==> src/hw/rtl/dtrm_pkg.sv <==
// Shared types and constants for the dirty-tile rectangle marker.
// No dependencies; used by dtrm_rect_decode and dirty_tile_rect_marker.
`default_nettype none

package dtrm_pkg;

    localparam int DEF_MAP_COLUMNS = 22;
    localparam int DEF_MAP_ROWS    = 16;
    localparam int DEF_TILE_SHIFT  = 4;

    // Upper bounds of the map geometry; control vectors are sized to these.
    localparam int MAX_MAP_COLUMNS = 64;
    localparam int MAX_MAP_ROWS    = 64;

    localparam int PX_W  = 16;
    localparam int SEL_W = 6;

    typedef enum logic [1:0] {
        CMD_MARK  = 2'd0,
        CMD_READ  = 2'd1,
        CMD_CLEAR = 2'd2
    } cmd_t;

    // Decoded rectangle: acceptance plus the column and row masks to set.
    typedef struct packed {
        logic                       accept;
        logic [MAX_MAP_COLUMNS-1:0] col_mask;
        logic [MAX_MAP_ROWS-1:0]    row_en;
    } rect_ctl_t;

endpackage

`default_nettype wire

==> src/hw/rtl/dtrm_rect_decode.sv <==
// Pixel rectangle to tile masks: shift, reject, clamp and decode.
// Depends on dtrm_pkg.
`default_nettype none

module dtrm_rect_decode #(
    parameter int MAP_COLUMNS = dtrm_pkg::DEF_MAP_COLUMNS,
    parameter int MAP_ROWS    = dtrm_pkg::DEF_MAP_ROWS,
    parameter int TILE_SHIFT  = dtrm_pkg::DEF_TILE_SHIFT
) (
    input  wire logic signed [dtrm_pkg::PX_W-1:0] left_px,
    input  wire logic signed [dtrm_pkg::PX_W-1:0] top_px,
    input  wire logic signed [dtrm_pkg::PX_W-1:0] right_px,
    input  wire logic signed [dtrm_pkg::PX_W-1:0] bottom_px,
    output dtrm_pkg::rect_ctl_t                   ctl
);

    localparam int TW = dtrm_pkg::PX_W + 1;
    localparam logic signed [TW-1:0] COL_LAST = TW'(MAP_COLUMNS - 1);
    localparam logic signed [TW-1:0] ROW_CNT  = TW'(MAP_ROWS);

    logic signed [TW-1:0] xt1, yt1, xt2, yt2;
    logic signed [TW-1:0] x_lo, x_hi, y_lo, y_hi;
    logic                 reject;

    // Arithmetic shift rounds toward minus infinity.
    assign xt1 = TW'(left_px   >>> TILE_SHIFT);
    assign yt1 = TW'(top_px    >>> TILE_SHIFT);
    assign xt2 = TW'(right_px  >>> TILE_SHIFT);
    assign yt2 = TW'(bottom_px >>> TILE_SHIFT);

    // A top tile equal to the row count passes here but selects no row.
    assign reject = (xt1 >= COL_LAST) || (yt1 > ROW_CNT) ||
                    (xt2 < 0) || (yt2 < 0);

    assign x_lo = (xt1 < 0) ? '0 : xt1;
    assign y_lo = (yt1 < 0) ? '0 : yt1;
    assign x_hi = (xt2 >= COL_LAST) ? COL_LAST - TW'(1) : xt2;
    assign y_hi = (yt2 >= ROW_CNT)  ? ROW_CNT  - TW'(1) : yt2;

    always_comb begin
        ctl        = '0;
        ctl.accept = !reject;
        for (int c = 0; c < dtrm_pkg::MAX_MAP_COLUMNS; c++) begin
            ctl.col_mask[c] = !reject && (c < MAP_COLUMNS) &&
                              (TW'(c) >= x_lo) && (TW'(c) <= x_hi);
        end
        for (int r = 0; r < dtrm_pkg::MAX_MAP_ROWS; r++) begin
            ctl.row_en[r] = !reject && (r < MAP_ROWS) &&
                            (TW'(r) >= y_lo) && (TW'(r) <= y_hi);
        end
    end

endmodule

`default_nettype wire

==> src/hw/rtl/dirty_tile_rect_marker.sv <==
// Dirty-tile rectangle marker: top level with the map registers and handshake.
// Depends on dtrm_pkg and dtrm_rect_decode.
//
// Usage:
//   Requests arrive on the s_ channel (valid/ready). s_cmd selects the request:
//   mark a pixel rectangle, read one map row, or clear the whole map.
//   Every request produces exactly one response on the m_ channel: m_accepted
//   reports whether a mark was accepted, m_row_bits returns a row for a
//   read (bit i is tile column i) and is zero otherwise.
//   The map is a bank of MAP_ROWS flip-flop rows; a mark ORs its column mask
//   into all selected rows in the same cycle.
//   Pipeline: the input register loads at the accepting edge and the result
//   register when the request advances into a free result slot; m_valid rises
//   as the result register loads, and the response is taken while m_ready is high.
//   Throughput: one request per cycle while m_ready stays high; both the
//   rectangle decode and the row update are combinational logic.
//   Requests take effect in arrival order, so a read sees every earlier mark
//   and clear.
//   Reset (aresetn low, synchronous) empties both stages and clears the map.
//   When the receiver stalls, the response holds in the result register and
//   the input register still takes one more request; further requests wait
//   with s_ready low until m_ready returns.
`default_nettype none

module dirty_tile_rect_marker #(
    parameter int MAP_COLUMNS = dtrm_pkg::DEF_MAP_COLUMNS,
    parameter int MAP_ROWS    = dtrm_pkg::DEF_MAP_ROWS,
    parameter int TILE_SHIFT  = dtrm_pkg::DEF_TILE_SHIFT
) (
    input  wire logic                                aclk,
    input  wire logic                                aresetn,

    input  wire logic                                s_valid,
    output logic                                     s_ready,
    input  wire logic [1:0]                          s_cmd,
    input  wire logic signed [dtrm_pkg::PX_W-1:0]    s_left_px,
    input  wire logic signed [dtrm_pkg::PX_W-1:0]    s_top_px,
    input  wire logic signed [dtrm_pkg::PX_W-1:0]    s_right_px,
    input  wire logic signed [dtrm_pkg::PX_W-1:0]    s_bottom_px,
    input  wire logic [dtrm_pkg::SEL_W-1:0]          s_row_select,

    output logic                                     m_valid,
    input  wire logic                                m_ready,
    output logic                                     m_accepted,
    output logic [MAP_COLUMNS-1:0]                   m_row_bits
);

    localparam int ROW_IDX_W = $clog2(MAP_ROWS);

    // Input register stage.
    logic                                 in_valid_reg, in_valid_next;
    logic [1:0]                           in_cmd_reg;
    logic signed [dtrm_pkg::PX_W-1:0]     in_left_reg, in_top_reg;
    logic signed [dtrm_pkg::PX_W-1:0]     in_right_reg, in_bottom_reg;
    logic [dtrm_pkg::SEL_W-1:0]           in_sel_reg;

    // Result register stage.
    logic                                 out_valid_reg, out_valid_next;
    logic                                 out_accepted_reg, out_accepted_next;
    logic [MAP_COLUMNS-1:0]               out_bits_reg, out_bits_next;

    // Dirty map.
    logic [MAP_COLUMNS-1:0]               map_reg  [MAP_ROWS];
    logic [MAP_COLUMNS-1:0]               map_next [MAP_ROWS];

    logic                                 s_fire, advance, out_free;
    logic                                 sel_in_range;
    dtrm_pkg::cmd_t                       cmd;
    dtrm_pkg::rect_ctl_t                  rect_ctl;

    dtrm_rect_decode #(
        .MAP_COLUMNS (MAP_COLUMNS),
        .MAP_ROWS    (MAP_ROWS),
        .TILE_SHIFT  (TILE_SHIFT)
    ) u_decode (
        .left_px   (in_left_reg),
        .top_px    (in_top_reg),
        .right_px  (in_right_reg),
        .bottom_px (in_bottom_reg),
        .ctl       (rect_ctl)
    );

    // Advance the held request when the result slot is empty or draining.
    assign out_free = !out_valid_reg || m_ready;
    assign advance  = in_valid_reg && out_free;
    assign s_ready  = !in_valid_reg || advance;
    assign s_fire   = s_valid && s_ready;

    assign cmd          = dtrm_pkg::cmd_t'(in_cmd_reg);
    assign sel_in_range = {1'b0, in_sel_reg} < (dtrm_pkg::SEL_W + 1)'(MAP_ROWS);

    assign in_valid_next  = s_fire || (in_valid_reg && !advance);
    assign out_valid_next = advance || (out_valid_reg && !m_ready);

    always_comb begin
        out_accepted_next = 1'b0;
        out_bits_next     = '0;
        for (int r = 0; r < MAP_ROWS; r++) begin
            map_next[r] = map_reg[r];
        end
        case (cmd)
            dtrm_pkg::CMD_MARK: begin
                out_accepted_next = rect_ctl.accept;
                for (int r = 0; r < MAP_ROWS; r++) begin
                    if (rect_ctl.row_en[r]) begin
                        map_next[r] = map_reg[r] | rect_ctl.col_mask[MAP_COLUMNS-1:0];
                    end
                end
            end
            dtrm_pkg::CMD_READ: begin
                if (sel_in_range) begin
                    out_bits_next = map_reg[in_sel_reg[ROW_IDX_W-1:0]];
                end
            end
            dtrm_pkg::CMD_CLEAR: begin
                for (int r = 0; r < MAP_ROWS; r++) begin
                    map_next[r] = '0;
                end
            end
            default: begin
                // Unused code: respond with zeros, touch nothing.
            end
        endcase
    end

    // Control state and the map.
    always_ff @(posedge aclk) begin
        if (!aresetn) begin
            in_valid_reg  <= 1'b0;
            out_valid_reg <= 1'b0;
            for (int r = 0; r < MAP_ROWS; r++) begin
                map_reg[r] <= '0;
            end
        end else begin
            in_valid_reg  <= in_valid_next;
            out_valid_reg <= out_valid_next;
            if (advance) begin
                for (int r = 0; r < MAP_ROWS; r++) begin
                    map_reg[r] <= map_next[r];
                end
            end
        end
    end

    // Payload registers.
    always_ff @(posedge aclk) begin
        if (s_fire) begin
            in_cmd_reg    <= s_cmd;
            in_left_reg   <= s_left_px;
            in_top_reg    <= s_top_px;
            in_right_reg  <= s_right_px;
            in_bottom_reg <= s_bottom_px;
            in_sel_reg    <= s_row_select;
        end
        if (advance) begin
            out_accepted_reg <= out_accepted_next;
            out_bits_reg     <= out_bits_next;
        end
    end

    assign m_valid    = out_valid_reg;
    assign m_accepted = out_accepted_reg;
    assign m_row_bits = out_bits_reg;

endmodule

`default_nettype wire

==> config.mk <==
export PLATFORM = sky130hd
export DESIGN_NAME = dirty_tile_rect_marker
export DESIGN_NICKNAME = d
export VERILOG_FILES = /design/src/hw/rtl/dtrm_pkg.sv /design/src/hw/rtl/dtrm_rect_decode.sv /design/src/hw/rtl/dirty_tile_rect_marker.sv
export SDC_FILE = /design/constraint.sdc
export NUM_CORES = 1
export LEC_CHECK = 0
export BUFFER_PORTS_ARGS = -buffer_cell sky130_fd_sc_hd__buf_2
export CAP_MARGIN = 30
export CELL_PAD_IN_SITES_DETAIL_PLACEMENT = 0
export CELL_PAD_IN_SITES_GLOBAL_PLACEMENT = 1
export CORE_MARGIN = 4
export CORE_UTILIZATION = 55
export DETAILED_ROUTE_END_ITERATION = 10
export HOLD_SLACK_MARGIN = 0.06
export PLACE_DENSITY_LB_ADDON = 0.1
export SETUP_SLACK_MARGIN = 0.15
export SLEW_MARGIN = 20
export SYNTH_ARGS = -nofsm -noshare
export SYNTH_HDL_FRONTEND = slang
export SYNTH_SLANG_ARGS = --single-unit
export TNS_END_PERCENT = 20
==> constraint.sdc <==
create_clock -name aclk -period 8.2 [get_ports aclk]
set_input_delay 1.64 -clock aclk [delete_from_list [all_inputs] [get_ports aclk]]
set_output_delay 1.64 -clock aclk [all_outputs]
set_load 0.1 [all_outputs]
==> results of run 1 <==
==> logic make-up (layout without fill, tap and decap cells) <==
kind of cell / Yosys count / after routing / synth area share [%]
adder cells (fa/ha/maj): 2 / 2 / 0.123
flip-flops: 433 / 433 / 64.1
buffers and inverters: 131 / 226 / 2.59
multiplexers: 110 / 110 / 12.2
AND/OR/NAND/NOR: 352 / 352 / 8.44
XOR/XNOR: 1 / 1 / 0.0432
AO/OA/AOI/OAI: 349 / 349 / 12.5
==> report_power, final <==
part	internal (µW)	switching, µW
Clock	1090	836
Combinational	181	259
Sequential	2590	75.6
Total	3860	1170
==> metal layers <==
| layer | wire length [µm] | GRT usage [%] |
|---|---|---|
| met1 | 21000 | 36.1 |
| met2 | 22300 | 37.7 |
| met3 | 3180 | 4.78 |
| met4 | 1220 | 6.52 |
| met5 | 0 | 0 |
==> layout make-up <==
cell class | count | area [µm²]
well taps | 468 | 586
clock buffers | 63 | 1280
repair buffers | 116 | 681
clock inverters | 20 | 103
flip-flops and latches | 433 | 13000
inverters | 27 | 101
multi-input cells | 814 | 6930
fillers | 2799 | 13800
==> layout by cell type (no fill, tap or decap), types with 4 or more instances in the layout <==
master	instances
edfxtp_1	431
nand3_1	13
inv_1	27
nor2b_1	27
o22ai_1	4
nor2_2	5
o211ai_1	4
clkinv_1	6
a21o_1	127
nor4_1	12
clkbuf_16	49
nor2_1	23
clkinv_2	11
clkbuf_1	14
o21ai_0	13
buf_4	29
or2_2	4
and2_1	16
nand2_1	194
or4_1	6
o21ai_2	8
a31oi_1	9
o31ai_4	7
nor3_1	13
buf_2	84
a21oi_1	30
nand2b_1	6
and3_1	9
o21a_1	116
mux4_2	110
==> per-stage QoR <==
step | total power, µW | util [%] | worst slack, ps | area [µm²]
global route | 5210 | 62.2 | 3850 | 22700
CTS | 5080 | 62.2 | 3630 | 22600
global placement | 3130 | 58.3 | 3640 | 21200
detailed placement | 3150 | 58.4 | 3540 | 21300
floorplan | 2990 | - | 3600 | 20300
finish | 5030 | 62.2 | 3980 | 22700
==> worst min-delay path, stage by stage (launching register included) <==
cell	delay, ps
edfxtp_1	340
nand2_1	50
nand2_1	50
==> worst max-delay path by stage <==
stage	cells past startpoint	endpoint	slack [ps]	startpoint
finish	7	map_reg[7][16]	3980	in_left_reg[14]
global route	7	map_reg[7][14]	3850	in_left_reg[14]
CTS	6	map_reg[7][14]	3630	in_left_reg[14]
detailed placement	7	map_reg[7][16]	3540	m_ready
global placement	7	map_reg[7][16]	3640	m_ready
floorplan	5	map_reg[7][0]	3600	m_ready
==> flow_summary.toml, run 1 <==
[status]
status = "complete, no violations"

[setup_path]
r2r_slack_ps = 3980
cp_top_family = "simple AND/OR/NAND/NOR gates"
slowest_delay_ps = 850
r2r-end = "map_reg[7][16]"
cp.buffers_inverters = 2
critPathKind = "reg2reg"
cp_max_fo = 11
r2r.worst_path.cells = 7
worst_setup_path_end_kind = "flop"
critical_path.startpoint_type = "flop"
path_cells = "nor4_2 > a21oi_1 > nor4_1 > o2111ai_1 > o31ai_4 > buf_6 > buf_4"
slowest_stage = "nor4_2"
cp.required_ps = 8450
arrival_ps = 4470
crit-reg2reg-launch = "in_left_reg[14]"

[synthesis]
syn_inst = 1378
synth_edf_count = 431
synthTopCellsByArea = "edfxtp_1 (64%), mux4_2 (12%), a21o_1 (4.7%)"
seq_area_frac_synth_pct = 64.1
yosysUniqueCellTypes = 61
synth.most_common_cell = "edfxtp_1"
async_flop_share_pct = 0
dominantRegCellSynth = "edfxtp_1"
yosysTopAreaCellShare_pct = 63.9
synth_common_cells = "edfxtp_1 (431), nand2_1 (194), a21o_1 (127)"
syn-num-nets = 1456
yosysWarnings = 0
syn-cell-area_um2 = 20300
syn_avg_cell_area_um2 = 14.7
yosys.area.top_type = "edfxtp_1"
synth_seq_cells = 433

[clocking]
htree_levels = 2
worst_skew_pair.late_latency_ps = 570
cts_hold_buffers = 0
cts_resized = 0
clock_path_buffers = 3
post_cts_buffers = 0
cts_tree = "built"
clk_root_buffer_cell = "clkbuf_16"
path_clk_slew_ps = 60
cts_sinks = 433
cts_made_buffers = 46

[final_layout]
area_growth_pct = 11.8
instances_no_fill = 1941
antenna_cells = 0
final_nets = 1516
largest_register_ffs = 352
drive_gt1_share_pct = 22.6

[floorplanning]
num_rows = 70
ioPinCount = 101
die_h_um = 200
die_x_um = 200
core_area_um2 = 36400
start_util_pct = 55.6
dieArea_um2 = 40000

[placement]
dpl.hpwl_um = 28400
place.gp.congestion = 0.886
io_buffers = 84
dp_cells = 1857

[drt]
antenna_left = 0
routed_wl_um = 47700
viasPerCell = 6.27
via_count = 12173
wl_per_cell_um = 24.6
dr.pass1.iters = 5
drt_iter0_markers = 1077
drc_errors = 0

[sta]
skew_ps = 15.1
relSlewSlack_pct = 36.1
tns_ps = 0
max_freq_mhz = 237
fin_crit_ps = 4220
hold_ws_ps = 544
final-hold-violation-count = 0
worstMarginPinSlew_ps = 950
setup_viol = 0
timing.final.crit_share_pct = 51.5
rsz0062_at_grt = "no"
slew_viol_final = 0

[global_routing]
grt_max_degree = 89
overflow = 0
antenna_found_initial = 0
grt_pass1_vias = 11940
grt_util_all_layers_pct = 24.3
grt_pass1_wl_um = 73100

[worst_hold_path]
hold_end = "map_reg[2][4]"
worstHoldStart = "map_reg[2][4]"
hold_class = "reg2reg"
worstHoldPathCells = 2

[job]
maxCapViolCount = 0

[pwr]
cellLeakagePower_uw = 0.00929
irDropWorstVdd_mv = 0.205
p_per_area_nw_per_um2 = 222
Note: power is estimated with default switching activity, not from simulation.
==> run 2, diff against run 1 <==
--- a/config.mk
+++ b/config.mk
@@ -5,12 +5,13 @@
 export SDC_FILE = /design/constraint.sdc
 export NUM_CORES = 1
 export LEC_CHECK = 0
+export ABC_AREA = 1
 export BUFFER_PORTS_ARGS = -buffer_cell sky130_fd_sc_hd__buf_2
 export CAP_MARGIN = 30
 export CELL_PAD_IN_SITES_DETAIL_PLACEMENT = 0
 export CELL_PAD_IN_SITES_GLOBAL_PLACEMENT = 1
 export CORE_MARGIN = 4
-export CORE_UTILIZATION = 55
+export CORE_UTILIZATION = 44
 export DETAILED_ROUTE_END_ITERATION = 10
 export HOLD_SLACK_MARGIN = 0.06
 export PLACE_DENSITY_LB_ADDON = 0.1
==> constraint.sdc (replaced) <==
create_clock -name aclk -period 3.75 [get_ports aclk]
set_input_delay 0.75 -clock aclk [delete_from_list [all_inputs] [get_ports aclk]]
set_output_delay 0.75 -clock aclk [all_outputs]
set_load 0.1 [all_outputs]
==> run 2 against run 1 <==
Compared with the run above:
- die area grew 29%
- critical path type unchanged
- sequential share of layout area decreased by 2.9 points
- fmax increased by 42%
- largest power group unchanged
- sequential power grew 120%
==> flow_summary.toml, run 2 <==
[status]
status = "complete, no violations"

[final_layout]
largest_register_ffs = 352
mostFrequentLayoutCells = "a21oi_1 (496), edfxtp_1 (431), inv_1 (414)"
seq_area_um2 = 13000
multi_input_area_um2 = 6170
fillers = 4485
area_growth_pct = 12.9
antenna_cells = 0
final_cell_area_um2 = 23900
final_common_cell = "a21oi_1"
drive_gt1_share_pct = 13.8
final_nets = 2249

[pwr]
seqPwrFrac_pct = 50.1
power.share.clock_pct = 39.3
swShare_pct = 25.7
p_sw_uw = 2980
p_per_area_nw_per_um2 = 485
cellLeakagePower_uw = 0.00913
comb_power_share_pct = 10.5
irDropWorstVdd_mv = 0.354
intPower_uw = 8610

[clocking]
clk_root_buffer_cell = "clkbuf_16"
clock_path_buffers = 3
cts_tree = "built"
cts_made_buffers = 49
post_cts_buffers = 0
path_clk_slew_ps = 60
htree_levels = 2
cts_hold_buffers = 0
cts_resized = 0
cts_sinks = 433
worst_skew_pair.late_latency_ps = 580

[setup_path]
critical_path.startpoint_type = "flop"
path_cells = "nor2_1 > nand2_1 > nor2_1 > nor2_1 > nor2_1 > inv_1 > nor2_1 > nand2_1 > inv_1 > nand2_1 > inv_1 > ha_1 > o2111ai_1 > a21oi_4 > buf_4"
slowest_stage = "buf_4"
critPathKind = "reg2reg"
worst_setup_path_end_kind = "flop"
cp.required_ps = 3970
slowest_delay_ps = 410
arrival_ps = 3200
cp_max_fo = 22
crit_top_cell = "nor2_1"

[sta]
rsz0062_at_grt = "no"
timing.final.crit_share_pct = 79.6
relSlewSlack_pct = 33.5
max_freq_mhz = 335
worstMarginPinSlew_ps = 996
final-hold-violation-count = 0
tns_ps = 0
skew_ps = 13.8
setup_viol = 0
fin_crit_ps = 2980
slew_viol_final = 0

[synthesis]
dominantRegCellSynth = "edfxtp_1"
yosysTopAreaCellShare_pct = 61.2
yosys.area.top_type = "edfxtp_1"
syn-cell-area_um2 = 21200
async_flop_share_pct = 0
syn-num-nets = 2204
seq_area_frac_synth_pct = 61.4
syn_avg_cell_area_um2 = 9.95
synth.most_common_cell = "a21oi_1"
synth_seq_cells = 433
synth_common_cells = "a21oi_1 (510), edfxtp_1 (431), inv_1 (416)"
synth_edf_count = 431
yosysWarnings = 0
yosysUniqueCellTypes = 39
synthTopCellsByArea = "edfxtp_1 (61%), a21oi_1 (12%), inv_1 (7.4%)"
syn_inst = 2126

[global_routing]
met2_usage_pct = 35.9
antenna_found_initial = 0
busiest_layer = "met2"
grt_pass1_vias = 14716
grtUsageMet1_pct = 31.8
grt_max_degree = 221
grtUsageMet3_pct = 3.35
overflow = 0
grt_pass1_wl_um = 87600
grt_util_all_layers_pct = 22.2

[drt]
drc_errors = 0
dr.pass1.iters = 5
drt_iter0_markers = 1438
wl_per_cell_um = 20.3
via_count = 15371
routed_wl_um = 57400
antenna_left = 0
viasPerCell = 5.44

[floorplanning]
die_x_um = 227
core_area_um2 = 47600
ioPinCount = 101
num_rows = 80
die_h_um = 227
start_util_pct = 44.4
dieArea_um2 = 51600

[placement]
placedInstanceArea_um2 = 22400
dpl.hpwl_um = 32100
io_buffers = 84
place.gp.congestion = 0.852

[worst_hold_path]
hold_class = "in2reg"

[job]
maxCapViolCount = 0
run 2: cell families (layout without fill, tap and decap cells):
group | Yosys count | after routing | synth area share [%]
buffers and inverters | 561 | 645 | 10.3
adders and majority gates | 2 | 2 | 0.118
and+or+nand+nor | 356 | 356 | 8.42
AOI/OAI and AO/OA | 774 | 774 | 19.8
DFF | 433 | 433 | 61.4
run 2: critical path: cells and delay by family, from the launching register on:
| kind | cells | cell delay, ps |
|---|---|---|
| adder cells (fa/ha/maj) | 1 | 130 |
| AO/OA/AOI/OAI | 2 | 360 |
| buffers and inverters | 4 | 640 |
| flip-flops | 1 | 360 |
| AND/OR/NAND/NOR | 8 | 1120 |
run 2: path summary, 6_finish.rpt:
| check | from | endpoint | depth (start not counted) | slack [ps] |
|---|---|---|---|---|
| max | in_bottom_reg[12] | map_reg[0][13] | 15 | 770 |
| min reg2reg | in_valid_reg | m_valid | 2 | 480 |
| min | s_bottom_px[15] | in_bottom_reg[15] | 1 | 340 |
| max reg2reg | in_bottom_reg[12] | map_reg[0][13] | 15 | 770 |
run 2: power by group through the flow:
stage	clock [µW]	combinational (µW)	sequential, µW
after global placement	0	1210	5900
after floorplan	0	704	5980
final	4560	1220	5810
after global routing	4890	1350	5840
after CTS	4680	1230	5810
after detailed placement	0	1230	5910
run 2: per-stage QoR:
step                      instances  power (µW)  setup WS, ps  utilization (%)  hold slack (ps)
after global placement         2732        7110           769             46.9              452
final                          2825       11600           767             50.1              338
after CTS                      2825       11700           738             50.1              301
after floorplan                2126        6690           343                -              443
after global routing           2825       12100           476             50.1              302
after detailed placement       2735        7140           755             47.0              476
run 2: area by class of cell:
cell class	instances	area share, %
Timing Repair Buffer	132	3.72
Clock inverter	28	0.885
Sequential cell	433	54.4
Clock buffer	62	5.34
Multi-Input combinational cell	1132	25.8
Inverter	423	6.65
Tap cell	615	3.22
run 2: routing by layer:
layer  wire length [µm]  share of wire (%)
met3               3590                6.2
met4               1280                2.2
met1              25700                 45
met5                  0                  0
met2              26900                 47
